### config.mk
export PLATFORM = sky130hd
export DESIGN_NAME = acwpd_pair_core
export DESIGN_NICKNAME = d
export VERILOG_FILES = /design/src/rtl/adc_cfd_word_pair_decoder_unit_defines.svh /design/src/rtl/acwpd_pkg.sv /design/src/rtl/acwpd_pair_core.sv
export SDC_FILE = /design/constraint.sdc
export NUM_CORES = 1
export LEC_CHECK = 0
export ABC_CLOCK_PERIOD_IN_PS = 2530
export BUFFER_PORTS_ARGS = -buffer_cell sky130_fd_sc_hd__buf_2
export CAP_MARGIN = 30
export CORE_MARGIN = 5
export CORE_UTILIZATION = 45
export DETAILED_ROUTE_END_ITERATION = 8
export GPL_TIMING_DRIVEN = 1
export PLACE_DENSITY = 0.78
export SLEW_MARGIN = 10
export SYNTH_ARGS = -nofsm -noshare
export SYNTH_HDL_FRONTEND = slang
export SYNTH_SLANG_ARGS = --single-unit
export TNS_END_PERCENT = 1
### constraint.sdc
create_clock -name clk -period 2.53 [get_ports clk]
set_input_delay 0.253 -clock clk [delete_from_list [all_inputs] [get_ports clk]]
set_output_delay 0.253 -clock clk [all_outputs]
set_load 0.1 [all_outputs]
### src/rtl/adc_cfd_word_pair_decoder_unit_defines.svh
// Assertion macros for the ADC/CFD word pair decoder.
// Used by the top level; no other dependencies.
`ifndef ADC_CFD_WORD_PAIR_DECODER_UNIT_DEFINES_SVH
`define ADC_CFD_WORD_PAIR_DECODER_UNIT_DEFINES_SVH

// Same-cycle implication, checked outside reset.
`define ACWPD_ASSERT_IMPL(label, clk, rst_n, ante, cons) \
    label: assert property (@(posedge clk) disable iff (!rst_n) (ante) |-> (cons)) \
        else $error("acwpd same-cycle check failed");

// Next-cycle implication, checked outside reset.
`define ACWPD_ASSERT_NEXT(label, clk, rst_n, ante, cons) \
    label: assert property (@(posedge clk) disable iff (!rst_n) (ante) |=> (cons)) \
        else $error("acwpd next-cycle check failed");

`endif

### src/rtl/acwpd_pkg.sv
// Package for the ADC/CFD word pair decoder: field positions, word types, hit record.
// No dependencies.
`default_nettype none

package acwpd_pkg;

    localparam int unsigned WORD_W     = 64;
    localparam int unsigned ADDR_W     = 12;
    localparam int unsigned VALUE_W    = 16;
    localparam int unsigned TIME_W     = 28;
    localparam int unsigned TOP_W      = 20;
    localparam int unsigned HIT_TIME_W = TOP_W + TIME_W;
    localparam int unsigned TYPE_LSB   = 62;
    localparam int unsigned ADDR_LSB   = 48;
    localparam int unsigned VALUE_LSB  = 32;
    localparam int unsigned PAIR_BIT   = 4;
    localparam int unsigned QUEUE_DEPTH = 2;

    // Word type codes from the two top bits.
    typedef enum logic [1:0] {
        WT_ZERO  = 2'd0,
        WT_ONE   = 2'd1,
        WT_TOP   = 2'd2,
        WT_EVENT = 2'd3
    } word_type_t;

    typedef struct packed {
        logic [ADDR_W-1:0]     hit_address;
        logic [VALUE_W-1:0]    energy_value;
        logic [VALUE_W-1:0]    cfd_value;
        logic [HIT_TIME_W-1:0] hit_time;
    } hit_t;

    // Decoder state seen by the top level.
    typedef struct packed {
        logic             pending_valid;
        logic [TOP_W-1:0] top_time;
    } core_status_t;

endpackage

`default_nettype wire

### src/rtl/acwpd_pair_core.sv
// Pair decoder core: top-time and pending-word state, partner match, hit build.
// Depends on acwpd_pkg.
`default_nettype none

module acwpd_pair_core
    import acwpd_pkg::*;
(
    input  wire logic              clk,
    input  wire logic              rst_n,
    input  wire logic              step,
    input  wire logic [WORD_W-1:0] raw_word,
    input  wire logic              block_last,
    output      logic              hit_valid,
    output      hit_t              hit,
    output      core_status_t      status
);

    logic [TOP_W-1:0]   top_time_reg, top_time_next;
    logic               pending_valid_reg, pending_valid_next;
    logic [ADDR_W-1:0]  pending_address_reg, pending_address_next;
    logic [VALUE_W-1:0] pending_value_reg, pending_value_next;
    logic [TIME_W-1:0]  pending_time_reg, pending_time_next;

    word_type_t         w_type;
    logic [ADDR_W-1:0]  w_addr;
    logic [VALUE_W-1:0] w_value;
    logic [TIME_W-1:0]  w_time;
    logic [ADDR_W:0]    pend_plus;
    logic [ADDR_W:0]    addr_plus;
    logic               time_match;
    logic               pend_is_adc;
    logic               word_is_adc;

    // Field extraction.
    assign w_type  = word_type_t'(raw_word[WORD_W-1:TYPE_LSB]);
    assign w_addr  = raw_word[ADDR_LSB +: ADDR_W];
    assign w_value = raw_word[VALUE_LSB +: VALUE_W];
    assign w_time  = raw_word[TIME_W-1:0];

    // Partner test in either order; sums are one bit wider so they never wrap.
    assign pend_plus   = {1'b0, pending_address_reg} + (ADDR_W+1)'(1 << PAIR_BIT);
    assign addr_plus   = {1'b0, w_addr} + (ADDR_W+1)'(1 << PAIR_BIT);
    assign time_match  = pending_valid_reg && (pending_time_reg == w_time);
    assign pend_is_adc = time_match && !pending_address_reg[PAIR_BIT]
                         && ({1'b0, w_addr} == pend_plus);
    assign word_is_adc = time_match && !w_addr[PAIR_BIT]
                         && ({1'b0, pending_address_reg} == addr_plus);

    assign hit_valid = pend_is_adc || word_is_adc;

    // Hit record; the lower address is the energy word.
    always_comb
    begin
        if (pend_is_adc)
        begin
            hit.hit_address  = pending_address_reg;
            hit.energy_value = pending_value_reg;
            hit.cfd_value    = w_value;
        end
        else
        begin
            hit.hit_address  = w_addr;
            hit.energy_value = w_value;
            hit.cfd_value    = pending_value_reg;
        end
        hit.hit_time = {top_time_reg, w_time};
    end

    // State update for one processed word.
    always_comb
    begin
        top_time_next        = top_time_reg;
        pending_valid_next   = pending_valid_reg;
        pending_address_next = pending_address_reg;
        pending_value_next   = pending_value_reg;
        pending_time_next    = pending_time_reg;
        if (step)
        begin
            pending_valid_next = 1'b0;
            if (!hit_valid && !block_last)
            begin
                unique case (w_type)
                    WT_TOP:
                    begin
                        top_time_next = raw_word[VALUE_LSB +: TOP_W];
                    end
                    WT_EVENT:
                    begin
                        pending_valid_next   = 1'b1;
                        pending_address_next = w_addr;
                        pending_value_next   = w_value;
                        pending_time_next    = w_time;
                    end
                    WT_ZERO, WT_ONE:
                    begin
                    end
                    default:
                    begin
                    end
                endcase
            end
        end
    end

    always_ff @(posedge clk or negedge rst_n)
    begin
        if (!rst_n)
        begin
            top_time_reg        <= '0;
            pending_valid_reg   <= 1'b0;
            pending_address_reg <= '0;
            pending_value_reg   <= '0;
            pending_time_reg    <= '0;
        end
        else
        begin
            top_time_reg        <= top_time_next;
            pending_valid_reg   <= pending_valid_next;
            pending_address_reg <= pending_address_next;
            pending_value_reg   <= pending_value_next;
            pending_time_reg    <= pending_time_next;
        end
    end

    assign status.pending_valid = pending_valid_reg;
    assign status.top_time      = top_time_reg;

endmodule

`default_nettype wire

======== Word-level counts from Yosys, hierarchy flattened ========
Cells that the tools add are included.
storage, ports and cells
  bits in registers ....................... 77
  logic and storage cells ................. 28
cells by class
  add/sub/neg operators ................... 2
  equal/unequal tests ..................... 5
  muxes and demuxes ....................... 3
  reductions and logical operators ........ 13
operators with widths
  operator               count
  $mux 44                1
  $eq 28x28->1           1
  $add 12x5->13 const B  2
  $eq 12x13->1           2
  $logic_and 1x1->1      6
  $reduce_and 3->1       2
  $eq 2x2->1 const B     2
  $logic_not 1->1        4
  $mux 1                 2
  $logic_or 1x1->1       1

======== Longest topological paths before layout ========
  depth after elaboration ................. 8
  mapped depth ............................ 10

======== Least setup slack after synthesis ========
OpenSTA, ideal clock, no wires.
  path kind ............................... register to output
  start point ............................. reg pending_address_reg[5]
  end point ............................... out hit[84] in the netlist's numbering
  arrival time ............................ 3048 ps
  slack ................................... -771 ps
  cell stages (with the launch flop) ...... 10
  buffers on the path ..................... 2
  cell sequence ........................... dfrtp_1 ha_1 and2_1 nand2_1 xor2_1 mux2i_1 nor3_2 buf_2 buf_2 nor2b_1
RTL lines
  element                 line                    source
  start, declared         acwpd_pair_core.sv:20   logic [ADDR_W-1:0] pending_address_reg, pending_address_next;
  start signal, assigned  acwpd_pair_core.sv:119  pending_address_reg <= pending_address_next;
  end, declared           acwpd_pair_core.sv:14   output hit_t hit,

==> flow_metrics.tcl <==
set metrics [dict create \
    startpoint_type "flip-flop" \
    ctsHtreeMaxLevel 3 \
    hpwl_mm 8.01 \
    num_vias 3384 \
    start_util_pct 45.5 \
    path_clk_slew_ns 0.09 \
    hold_viol 0 \
    critPathSlowestCell "dfrtp_1" \
    crit_required_ns 2.28 \
    grt_pass1_wl_mm 18.6 \
    drive_gt1_share_pct 65.8 \
    die_x_um 111 \
    tns_ns -33.72 \
    core-area_mm2 0.0102 \
    min_path_type "input port to flip-flop" \
    ys_seq_elements 77 \
    tightest_slew_ns 0.511 \
    layout_min_cycle_time_ns 3.00 \
    antenna_cells 0 \
    post_drt_via_cell_ratio 5.00 \
    rows 37 \
    synth_edf_count 0 \
    ys_seq_area_share_pct 41.6 \
    p_leak_nw 2.95 \
    synth-xor-area-share_pct 7.92 \
    synth_compound_gate_area_share_pct 2.76 \
    clock.fmax_ghz 0.333 \
    synth_area_mm2 0.00463 \
    synth_warnings 0 \
    rr_startpoint "pending_address_reg[5]" \
    grt_usage_pct 18.2 \
    crit_start "pending_address_reg[5]" \
    synth-main-ff-cell "dfrtp_1" \
    max_slew_margin_pct 66.1 \
    largest_reg_flops 28 \
    final_max_slew_viol_count 0 \
    slowest_delay_ns 0.42 \
    drtIter0Drc 145 \
    path_common_cell "buf_12" \
    peakVddDrop_v 0.000658 \
    finalCritPeriodShare_pct 119 \
    nets 606 \
    end_kind "primary output" \
    synth_area_per_cell_um2 12.3 \
    async_flop_share_pct 100 \
    synth-simple-area-share_pct 5.97 \
    grt_pass1_vias 3628 \
    cp.arrival_ns 2.75 \
    netlist_instances 378 \
    worstSkewPairLatency_ns 0.34 \
    cp.depth 11 \
    synth_top_family_by_area "multiplexers" \
    grt_max_degree 78 \
    clock-root-buffer "clkbuf_8" \
    cts.sinks 77 \
    antenna_found_initial 0 \
    worstRegToRegCells 11 \
    post_drt_wl_per_cell_um 16.8 \
    place_area_mm2 0.00570 \
    io_buffers 175 \
    cts_tree "built" \
    fin_util_pct 62.6 \
    totalWireLength_mm 11.4 \
    crit_chain "ha_4 > xnor2_1 > nand4b_1 > a41oi_1 > nand3_1 > nor3_4 > buf_6 > buf_12 > buf_12 > mux2_4 > buf_12" \
    die-height_um 111 \
    hold_depth 2 \
    timing.final.ws_setup_ns -0.472 \
    report.final.setup_viol 115 \
    grt_overflow 0 \
    rsz0062_at_grt "true" \
    hp-start "raw_word[44]" \
    die-area_mm2 0.0124 \
    cts_max_path_buffers 2 \
    gp_congestion 0.865 \
    drv_cap 0 \
    synth_fa_ha_area_share_pct 0.540 \
    synth_nets 448 \
    fin_hold_ws_ns 0.181 \
    fin_skew_ns 0.0113 \
    syn_to_final_growth_pct 37.6 \
    crit_family "buffers and inverters" \
    first_pass_iters 4 \
    ys_types 40 \
    violations "negative setup slack" \
    power_density_mw_per_mm2 918 \
    status "finished, violations left" \
    cts_buffers 9 \
    min_to "top_time_reg[12]" \
    ioPinCount 182 \
    drc 0 \
    synth_mux_area_share_pct 30.0 \
    design_area_mm2 0.00637 \
    reg2reg_to "pending_time_reg[7]" \
    rrSetupSlack_ns -0.32 \
    cp_max_fo 8 \
    path_class "flip-flop to primary output" \
    ant_nets 0 \
    crit_buf_inv 4 \
]
## logic make-up (layout without fill, tap and decap cells)
| kind of cell | count (synthesis) | in the layout |
|---|---|---|
| multiplexers | 115 | 115 |
| flip-flops | 77 | 77 |
| buffers and inverters | 77 | 240 |
| AND/OR/NAND/NOR | 47 | 47 |
| XOR/XNOR | 41 | 41 |
| AO/OA/AOI/OAI | 19 | 19 |
| adder cells (fa/ha/maj) | 2 | 2 |
## per-layer routing
metal	part of all wire (%)	track usage, %	routed length [um]	vias up
met5	0	0	0	-
li1	-	-	-	1584
met1	41	23.0	4670	1659
met4	2.9	5.92	333	0
met3	4.8	3.15	549	25
met2	51	31.6	5820	116
## worst max path at each step
stage | end | slack, ns
6_report | hit[63] | -0.47
4_1_cts | hit[79] | -0.45
2_1_floorplan | hit_valid | -0.26
3_3_place_gp | top_time_reg[6] | -0.33
5_1_grt | hit[63] | -0.57
3_5_place_dp | top_time_reg[0] | -0.37
## report_power, final
group | internal, mW | switching [mW] | total (mW)
Clock | 0.372 | 0.497 | 0.869
Combinational | 0.926 | 2.35 | 3.27
Sequential | 1.50 | 0.211 | 1.71
## layout make-up
| class | count | area [um2] |
|---|---|---|
| tap | 136 | 170 |
| clock buffer | 9 | 124 |
| multi-input combinational | 224 | 2340 |
| timing repair buffer | 217 | 1730 |
| sequential | 77 | 1930 |
| fill | 798 | 3810 |
| clock inverter | 7 | 57.6 |
| inverter | 7 | 26.3 |
## synth_stat cells, drive strengths merged (2+ instances only)
master	n	area share, %
a21oi	4	0.43
buf	63	10
clkbuf	7	0.57
dfrtp	77	42
ha	2	0.54
inv	7	0.57
mux2	110	29
mux2i	5	1.1
nand2	6	0.49
nand2b	2	0.27
nand3	8	0.86
nand4	7	0.95
nand4b	2	0.38
nor2	6	0.49
nor2b	3	0.41
nor3	4	0.65
nor4	3	0.41
nor4b	2	0.51
o2111ai	2	0.38
o21ai	4	0.43
o31ai	2	0.32
xnor2	35	6.6
xor2	6	1.3
## metrics by stage
stage                     total power [mW]  setup slack [ns]  instances
after floorplan                       4.33            -0.257        378
after global placement                4.77            -0.330        653
after detailed placement              4.83            -0.370        653
after CTS                             5.86            -0.453        673
after global routing                  6.10            -0.574        677
final                                 5.85            -0.472        677
## layout by cell type, fill, tap and decap left out, types with 6 or more instances in the layout
cell / instances
buf_12: 23
inv_1: 7
nor2_1: 6
buf_6: 20
clkbuf_8: 9
mux2_2: 66
nand3_1: 7
dfrtp_1: 77
buf_2: 136
nand4_1: 7
mux2_4: 44
xnor2_1: 35
buf_4: 32
nand2_1: 6
## worst register-to-register path, delay by kind of cell, from the launching register on
family	cells	cell delay, ns
mux	2	0.71
simple gates	4	0.66
flops	1	0.42
xor+xnor	1	0.18
buf+inv	3	0.62
fa+ha+maj	1	0.18
## repair_timing
action,CTS,global route
hold buffers,0,1
endpoints found under the setup margin,115,115
pin swaps,9,6
gates cloned,2,0
gates resized for setup,90,11
setup buffers,2,2
hold endpoints to repair,0,15
Note: power is estimated with default switching activity, not from simulation.
